### config.mk
export PLATFORM = sky130hd
export DESIGN_NAME = pid_controller_clamped_integrator
export DESIGN_NICKNAME = d
export VERILOG_FILES = /design/src/rtl/core/pidc_pkg.sv /design/src/rtl/core/pidc_mul.sv /design/src/rtl/core/pidc_div.sv /design/src/rtl/core/pid_controller_clamped_integrator.sv
export SDC_FILE = /design/constraint.sdc
export NUM_CORES = 2
export LEC_CHECK = 0
export ABC_CLOCK_PERIOD_IN_PS = 15300
export BUFFER_PORTS_ARGS = -buffer_cell sky130_fd_sc_hd__buf_2
export CAP_MARGIN = 30
export CORE_AREA = 2 2 368 370
export CTS_CLUSTER_DIAMETER = 80
export DETAILED_ROUTE_END_ITERATION = 10
export DIE_AREA = 0 0 370 372
export PLACE_DENSITY = 0.47
export SETUP_SLACK_MARGIN = 0.05
export SKIP_LAST_GASP = 1
export SYNTH_ARGS = -nofsm -noshare
export SYNTH_HDL_FRONTEND = slang
export SYNTH_SLANG_ARGS = --single-unit
### constraint.sdc
create_clock -name clk -period 15.3 [get_ports clk]
set_input_delay 2.295 -clock clk [delete_from_list [all_inputs] [get_ports clk]]
set_output_delay 2.295 -clock clk [all_outputs]
set_load 0.01 [all_outputs]
### src/rtl/core/pidc_pkg.sv
// pidc_pkg: shared widths, register indexes and sequencer states
// for the clamped-integrator pid controller; no dependencies
`default_nettype none

package pidc_pkg;

  localparam int CFG_DATA_W  = 32;
  localparam int CFG_INDEX_W = 3;
  localparam int GAIN_W      = 16;
  localparam int BOUND_W     = 32;
  localparam int ELAPSED_W   = 16;
  localparam int DRIVE_W     = 32;

  localparam int DEF_SAMPLE_WIDTH       = 16;
  localparam int DEF_GAIN_FRACTION_BITS = 8;

  typedef enum logic [CFG_INDEX_W-1:0] {
    REG_SETPOINT      = 3'd0,
    REG_GAIN_P        = 3'd1,
    REG_GAIN_I        = 3'd2,
    REG_GAIN_D        = 3'd3,
    REG_INTEG_FLOOR   = 3'd4,
    REG_INTEG_CEILING = 3'd5
  } cfg_reg_t;

  typedef enum logic [3:0] {
    S_IDLE,
    S_MUL_D,
    S_MUL_P,
    S_MUL_DT,
    S_CLAMP,
    S_MUL_I,
    S_ADD_I,
    S_WAIT_DIV,
    S_FINISH
  } pidc_state_t;

endpackage

`default_nettype wire

### src/rtl/core/pidc_mul.sv
// pidc_mul: shared signed multiplier with registered product
// depends on nothing but its width parameters
`default_nettype none

module pidc_mul #(
  parameter int A_W = 32,
  parameter int B_W = 17
) (
  input  wire logic                      clk,
  input  wire logic signed [A_W-1:0]     a,
  input  wire logic signed [B_W-1:0]     b,
  output      logic signed [A_W+B_W-1:0] p
);

  always_ff @(posedge clk) begin
    p <= (A_W+B_W)'(a) * (A_W+B_W)'(b);
  end

endmodule

`default_nettype wire

### src/rtl/core/pidc_div.sv
// pidc_div: restoring divider, signed dividend by unsigned divisor,
// one quotient bit a cycle, result truncated toward zero
`default_nettype none

module pidc_div #(
  parameter int NUM_W = 34,
  parameter int DEN_W = 16
) (
  input  wire logic                    clk,
  input  wire logic                    rst,
  input  wire logic                    start,
  input  wire logic signed [NUM_W-1:0] num,
  input  wire logic        [DEN_W-1:0] den,
  output      logic                    busy,
  output      logic signed [NUM_W-1:0] quot
);

  localparam int CNT_W = $clog2(NUM_W + 1);

  logic [CNT_W-1:0] count;
  logic             neg;
  logic [NUM_W-1:0] work;
  logic [DEN_W:0]   rem;
  logic [DEN_W-1:0] den_r;
  logic [DEN_W:0]   rem_sh;
  logic [DEN_W:0]   rem_next;
  logic             qbit;

  always_comb begin
    rem_sh   = {rem[DEN_W-1:0], work[NUM_W-1]};
    qbit     = (rem_sh >= {1'b0, den_r});
    rem_next = qbit ? (rem_sh - {1'b0, den_r}) : rem_sh;
  end

  always_ff @(posedge clk) begin
    if (rst) begin
      busy  <= 1'b0;
      count <= '0;
    end else if (start) begin
      busy  <= 1'b1;
      count <= CNT_W'(NUM_W);
    end else if (busy) begin
      count <= count - CNT_W'(1);
      if (count == CNT_W'(1)) begin
        busy <= 1'b0;
      end
    end
  end

  always_ff @(posedge clk) begin
    if (start) begin
      neg   <= num[NUM_W-1];
      work  <= num[NUM_W-1] ? NUM_W'(-num) : num;
      rem   <= '0;
      den_r <= den;
    end else if (busy) begin
      rem  <= rem_next;
      work <= {work[NUM_W-2:0], qbit};
    end
  end

  // magnitude back to signed
  assign quot = neg ? NUM_W'(-work) : work;

endmodule

`default_nettype wire

### src/rtl/core/pid_controller_clamped_integrator.sv
// pid_controller_clamped_integrator: top level, sequencer and datapath
// depends on pidc_pkg, pidc_mul, pidc_div
//
// usage
//   config port: cfg_write with cfg_index and cfg_data writes one register in a cycle
//     (0 setpoint, 1..3 gains p/i/d in q8.8, 4 integrator floor, 5 integrator ceiling);
//     a setpoint write also clears the integrator and the last error; other indexes ignored
//   input request: measured and elapsed, taken when in_valid is high and in_stall low
//   output request: drive and error_now, taken when out_valid is high and out_stall low
//   the bit-serial derivative divider, one quotient bit a cycle over GAIN_W + SAMPLE_WIDTH
//     + 2 bits, sets how long a request takes; it runs while the shared multiplier does
//     its products after the derivative one
//   in_stall stays high from acceptance until the result is loaded into the output register
//   a finished result waits in the output register while out_stall is high; the next
//     request is accepted meanwhile, and the sequencer holds its following result until
//     the output register is free
//   reset: synchronous, active high; clears registers, integrator, last error and valid
`default_nettype none

module pid_controller_clamped_integrator
  import pidc_pkg::*;
#(
  parameter int SAMPLE_WIDTH       = DEF_SAMPLE_WIDTH,
  parameter int GAIN_FRACTION_BITS = DEF_GAIN_FRACTION_BITS
) (
  input  wire logic                          clk,
  input  wire logic                          rst,
  input  wire logic                          cfg_write,
  input  wire logic [CFG_INDEX_W-1:0]        cfg_index,
  input  wire logic [CFG_DATA_W-1:0]         cfg_data,
  input  wire logic                          in_valid,
  output      logic                          in_stall,
  input  wire logic signed [SAMPLE_WIDTH-1:0] measured,
  input  wire logic [ELAPSED_W-1:0]          elapsed,
  output      logic                          out_valid,
  input  wire logic                          out_stall,
  output      logic signed [DRIVE_W-1:0]     drive,
  output      logic signed [SAMPLE_WIDTH:0]  error_now
);

  localparam int ERR_W  = SAMPLE_WIDTH + 1;
  localparam int DIFF_W = SAMPLE_WIDTH + 2;
  localparam int MA_W   = (DIFF_W > BOUND_W) ? DIFF_W : BOUND_W;
  localparam int MB_W   = GAIN_W + 1;
  localparam int MP_W   = MA_W + MB_W;
  localparam int ND_W   = GAIN_W + DIFF_W;
  localparam int TOT_W  = MP_W + 2;
  localparam int ACC_W  = MP_W + 1;

  // configuration registers
  logic signed [SAMPLE_WIDTH-1:0] setpoint;
  logic signed [GAIN_W-1:0]       gain_p;
  logic signed [GAIN_W-1:0]       gain_i;
  logic signed [GAIN_W-1:0]       gain_d;
  logic signed [BOUND_W-1:0]      integ_floor;
  logic signed [BOUND_W-1:0]      integ_ceiling;

  // controller state
  logic signed [ERR_W-1:0]   prior_error;
  logic signed [BOUND_W-1:0] integral_sum;

  // per-request working registers
  pidc_state_t               state, state_next;
  logic signed [ERR_W-1:0]   err;
  logic [ELAPSED_W-1:0]      dt;
  logic signed [TOT_W-1:0]   total;

  // shared multiplier and divider hookup
  logic signed [MA_W-1:0] mul_a;
  logic signed [MB_W-1:0] mul_b;
  logic signed [MP_W-1:0] prod;
  logic                   div_start;
  logic                   div_busy;
  logic signed [ND_W-1:0] div_quot;

  logic signed [DIFF_W-1:0]   diff;
  logic signed [ACC_W-1:0]    integ_acc;
  logic signed [BOUND_W-1:0]  integ_clamped;
  logic signed [TOT_W-1:0]    shifted;
  logic [TOT_W-DRIVE_W:0]     shifted_hi;
  logic signed [DRIVE_W-1:0]  drive_sat;
  logic                       load_out;

  pidc_mul #(
    .A_W (MA_W),
    .B_W (MB_W)
  ) u_mul (
    .clk (clk),
    .a   (mul_a),
    .b   (mul_b),
    .p   (prod)
  );

  // derivative product is registered from the S_MUL_D operands and ready in the next state, S_MUL_P
  pidc_div #(
    .NUM_W (ND_W),
    .DEN_W (ELAPSED_W)
  ) u_div (
    .clk   (clk),
    .rst   (rst),
    .start (div_start),
    .num   (prod[ND_W-1:0]),
    .den   (dt),
    .busy  (div_busy),
    .quot  (div_quot)
  );

  assign diff = DIFF_W'(err) - DIFF_W'(prior_error);

  // integrator update with ceiling checked first
  always_comb begin
    integ_acc = ACC_W'(integral_sum) + ACC_W'(prod);
    if (integ_acc > ACC_W'(integ_ceiling)) begin
      integ_clamped = integ_ceiling;
    end else if (integ_acc < ACC_W'(integ_floor)) begin
      integ_clamped = integ_floor;
    end else begin
      integ_clamped = integ_acc[BOUND_W-1:0];
    end
  end

  // drop fraction bits (floor) and saturate to the drive width
  always_comb begin
    shifted    = total >>> GAIN_FRACTION_BITS;
    shifted_hi = shifted[TOT_W-1:DRIVE_W-1];
    if ((&shifted_hi) || !(|shifted_hi)) begin
      drive_sat = shifted[DRIVE_W-1:0];
    end else if (shifted[TOT_W-1]) begin
      drive_sat = {1'b1, {(DRIVE_W-1){1'b0}}};
    end else begin
      drive_sat = {1'b0, {(DRIVE_W-1){1'b1}}};
    end
  end

  assign in_stall = (state != S_IDLE);
  assign load_out = (state == S_FINISH) && (!out_valid || !out_stall);

  always_ff @(posedge clk) begin
    if (rst) begin
      state <= S_IDLE;
    end else begin
      state <= state_next;
    end
  end

  // sequencer: next state and operand steering for the shared units
  always_comb begin
    state_next = state;
    mul_a      = MA_W'(err);
    mul_b      = MB_W'(gain_p);
    div_start  = 1'b0;
    unique case (state)
      S_IDLE: begin
        if (in_valid) begin
          state_next = S_MUL_D;
        end
      end
      S_MUL_D: begin
        mul_a      = MA_W'(diff);
        mul_b      = MB_W'(gain_d);
        state_next = S_MUL_P;
      end
      S_MUL_P: begin
        div_start  = 1'b1;
        state_next = S_MUL_DT;
      end
      S_MUL_DT: begin
        mul_b      = MB_W'({1'b0, dt});
        state_next = S_CLAMP;
      end
      S_CLAMP: begin
        state_next = S_MUL_I;
      end
      S_MUL_I: begin
        mul_a      = MA_W'(integral_sum);
        mul_b      = MB_W'(gain_i);
        state_next = S_ADD_I;
      end
      S_ADD_I: begin
        state_next = S_WAIT_DIV;
      end
      S_WAIT_DIV: begin
        if (!div_busy) begin
          state_next = S_FINISH;
        end
      end
      S_FINISH: begin
        if (!out_valid || !out_stall) begin
          state_next = S_IDLE;
        end
      end
      default: begin
        state_next = S_IDLE;
      end
    endcase
  end

  // request datapath
  always_ff @(posedge clk) begin
    case (state)
      S_IDLE: begin
        err <= ERR_W'(setpoint) - ERR_W'(measured);
        dt  <= elapsed;
      end
      S_MUL_DT: begin
        total <= TOT_W'(prod);  // proportional term
      end
      S_ADD_I: begin
        total <= total + TOT_W'(prod);  // integral term
      end
      S_WAIT_DIV: begin
        // zero elapsed contributes no derivative term
        if (!div_busy && (dt != '0)) begin
          total <= total + TOT_W'(div_quot);
        end
      end
      default: begin
      end
    endcase
  end

  // configuration and controller state
  always_ff @(posedge clk) begin
    if (rst) begin
      setpoint      <= '0;
      gain_p        <= '0;
      gain_i        <= '0;
      gain_d        <= '0;
      integ_floor   <= '0;
      integ_ceiling <= '0;
      prior_error   <= '0;
      integral_sum  <= '0;
    end else begin
      if (state == S_CLAMP) begin
        integral_sum <= integ_clamped;
        prior_error  <= err;
      end
      if (cfg_write) begin
        unique case (cfg_index)
          REG_SETPOINT: begin
            setpoint     <= cfg_data[SAMPLE_WIDTH-1:0];
            integral_sum <= '0;
            prior_error  <= '0;
          end
          REG_GAIN_P:        gain_p        <= cfg_data[GAIN_W-1:0];
          REG_GAIN_I:        gain_i        <= cfg_data[GAIN_W-1:0];
          REG_GAIN_D:        gain_d        <= cfg_data[GAIN_W-1:0];
          REG_INTEG_FLOOR:   integ_floor   <= cfg_data[BOUND_W-1:0];
          REG_INTEG_CEILING: integ_ceiling <= cfg_data[BOUND_W-1:0];
          default: begin
          end
        endcase
      end
    end
  end

  // output register
  always_ff @(posedge clk) begin
    if (rst) begin
      out_valid <= 1'b0;
    end else if (load_out) begin
      out_valid <= 1'b1;
    end else if (!out_stall) begin
      out_valid <= 1'b0;
    end
  end

  always_ff @(posedge clk) begin
    if (load_out) begin
      drive     <= drive_sat;
      error_now <= err;
    end
  end

endmodule

`default_nettype wire

==> out/metrics.cfg <==
[status]
run_status=finished, final reports clean

[synth]
synthCells=5422
synth_flop_cell=dfxtp_1
yosysTopAreaCell=fa_1
syn_area_sq_um=46500
synth-edff-count=184
synth_area_leaders=fa_1 23%, edfxtp_1 12%, dfxtp_1 11%
synth_nets=6386
syn_avg_cell_area_sq_um=8.57
ys_ff_latch=438
yosys.area.top_type_share=0.227
yosysWarnings=0
async_flop_share=0
ys_types=87
seq_area_frac_synth=0.228

[sta]
finalHoldViolCount=0
relSlewSlack=0.293
tns_ns=0
fmax_ghz=0.0966
rsz0062_at_grt=no
min_period_over_period=0.676
period_needed_ns=10.35
setup_viol=0
final_max_slew_viol_count=0
whs_ns=0.452
tightest_slew_ns=1.06
skew_ns=0.0396
worst_slack_ns=4.95

[floorplanning]
io_pins=123
die_y_um=372
die_w_um=370
design.core.area_sq_um=134000
start_util=0.346
dieArea_sq_um=138000
core.rowCount=135

[cts]
clockRootBuffer=clkbuf_16
cts_resized=0
cts_tree=yes
clk_pin_slew_ns=0.06
clock_tree.buffer_depth=3
clock_sinks=438
hold_buffers=0
clk_latency_ns=0.66
postCtsSetupBuffers=0
ctsHtreeMaxLevel=2
cts_buffers=56

[global_route]
gr-total-overflow=0
grt_pass1_vias=37900
grt_max_degree=80
grt_antenna_before_repair=7
grt_pass1_wl_mm=231
track_usage=0.219

[power]
finalPower_w=0.0121
ir_drop_mv=0.234
p_leak_nw=22.9
powerDensity_nw_per_um2=237

[layout]
area_growth_pct=10.0
mostFrequentLayoutCells=908 x nand2_1, 707 x inv_1, 526 x fa_1
nets=6420
antenna-diode-count=0
drive_above_1_share=0.0658
final_common_cell=nand2_1

[routing]
wire_per_inst_um=20.5
dr.pass1.iters=7
via_count=37500
wirelength_mm=149
drt-vias-per-instance=5.14
drtIter0Drc=2265
drc=0
postRouteAntennaNets=0

[min_path]
min_path_type=reg2reg

[placed_design]
pre_cts_ws_ns=4.90
place_congestion=0.889
dpl.hpwl_mm=119
port_buffers=122

[job]
maxCapViolations=0

[worst_setup_path]
start_kind=flip-flop
worstPathRequired_ns=15.82
worst_ep_arrival_time_ns=10.86
crit_type=reg2reg
crit_fanout=26
endpoint_kind=flip-flop

==> metal layers <==
layer / routed length, um / vias to the layer above / global-route usage
li1: - / 18100 / -
met1: 70400 / 18400 / 0.306
met2: 67900 / 818 / 0.358
met3: 7450 / 165 / 0.0282
met4: 3640 / 2 / 0.0525
met5: 9 / - / 0
==> sequential cells by signal, summed over array words and instances, names as in the netlist, 17 cells and up <==
register and cells:
drive 32, integral_sum 32, err 17, integ_ceiling 32, error_now 17, integ_floor 32
u_div.work 34, total 51, u_mul.p 49, prior_error 17
==> power breakdown <==
part	switching [W]	total (W)	internal [W]	leakage (nW)
sequential	0.000272	0.00177	0.00150	3.78
clock	0.000573	0.00142	0.000847	0.972
combinational	0.00532	0.00891	0.00359	18.2
==> critical path: stages (launching register included) <==
cell and delay [ns]:
dfxtp_1 0.54, nand2b_1 0.16, buf_4 0.35, a21oi_1 0.10, o22ai_1 0.83, clkinv_1 0.95, o21ai_1 0.81, nand2_1 0.16
fa_1 0.51, fa_1 0.49, inv_1 0.05, fa_1 0.46, fa_1 0.54, inv_1 0.05, fa_1 0.53, inv_1 0.05
fa_1 0.41, ha_1 0.39, a21o_1 0.14, a21o_1 0.11, a21o_1 0.14, nor4b_1 0.09, a2111oi_0 0.64, o21ai_1 0.36
o32ai_1 0.58, nor2_1 0.15, o41ai_1 0.43, xnor2_1 0.13
==> worst paths after layout <==
kind         depth (start not counted)       start  slack, ns     endpoint
max reg2reg                         27    state[3]       4.95  u_mul.p[48]
min                                  2  gain_d[13]       0.45   gain_d[13]
max                                 27    state[3]       4.95  u_mul.p[48]
min reg2reg                          2  gain_d[13]       0.45   gain_d[13]
==> metrics by stage <==
| stage | std cells | area [sq um] | utilization |
|---|---|---|---|
| 5_1_grt | 7285 | 51100 | 0.381 |
| 6_report | 7285 | 51100 | 0.381 |
| 2_1_floorplan | 5422 | 46500 | - |
| 3_5_place_dp | 7175 | 49100 | 0.366 |
| 3_3_place_gp | 7165 | 49000 | 0.365 |
| 4_1_cts | 7281 | 51100 | 0.380 |
==> synth_stat cells, types with 30 or more instances <==
cell type,number
clkbuf_1,206
fa_1,526
ha_1,366
xor2_1,118
nand2_1,908
dfxtp_1,254
and2_1,32
a21o_1,123
inv_1,707
o31ai_1,30
a21oi_1,383
edfxtp_1,184
nand2b_1,48
nor2b_1,43
nor3_1,49
o221ai_1,33
o21bai_1,30
nand3_1,66
and3_1,30
mux2i_1,47
xnor2_1,121
nor2_1,423
o21ai_0,279
nand4_1,33
==> cells by family (layout without fill, tap and decap cells) <==
logic type               after synthesis  after routing  synth area share
AND/OR/NAND/NOR                     1729           1729             0.161
AO/OA/AOI/OAI                       1130           1130             0.150
buffers and inverters                930           1012            0.0764
adder cells (fa/ha/maj)              892            892             0.325
flip-flops                           438            438             0.228
XOR/XNOR                             239            239            0.0450
multiplexers                          64             64            0.0142
==> cell type report <==
type,instances,area (sq um)
inverters,709,2660
clock inverters,30,350
well taps,1781,2230
clock buffers,76,1620
flip-flops and latches,438,10600
multi-input cells,4054,32400
fillers,13900,83200
repair buffers,197,1250
Note: power is estimated with default switching activity, not from simulation.
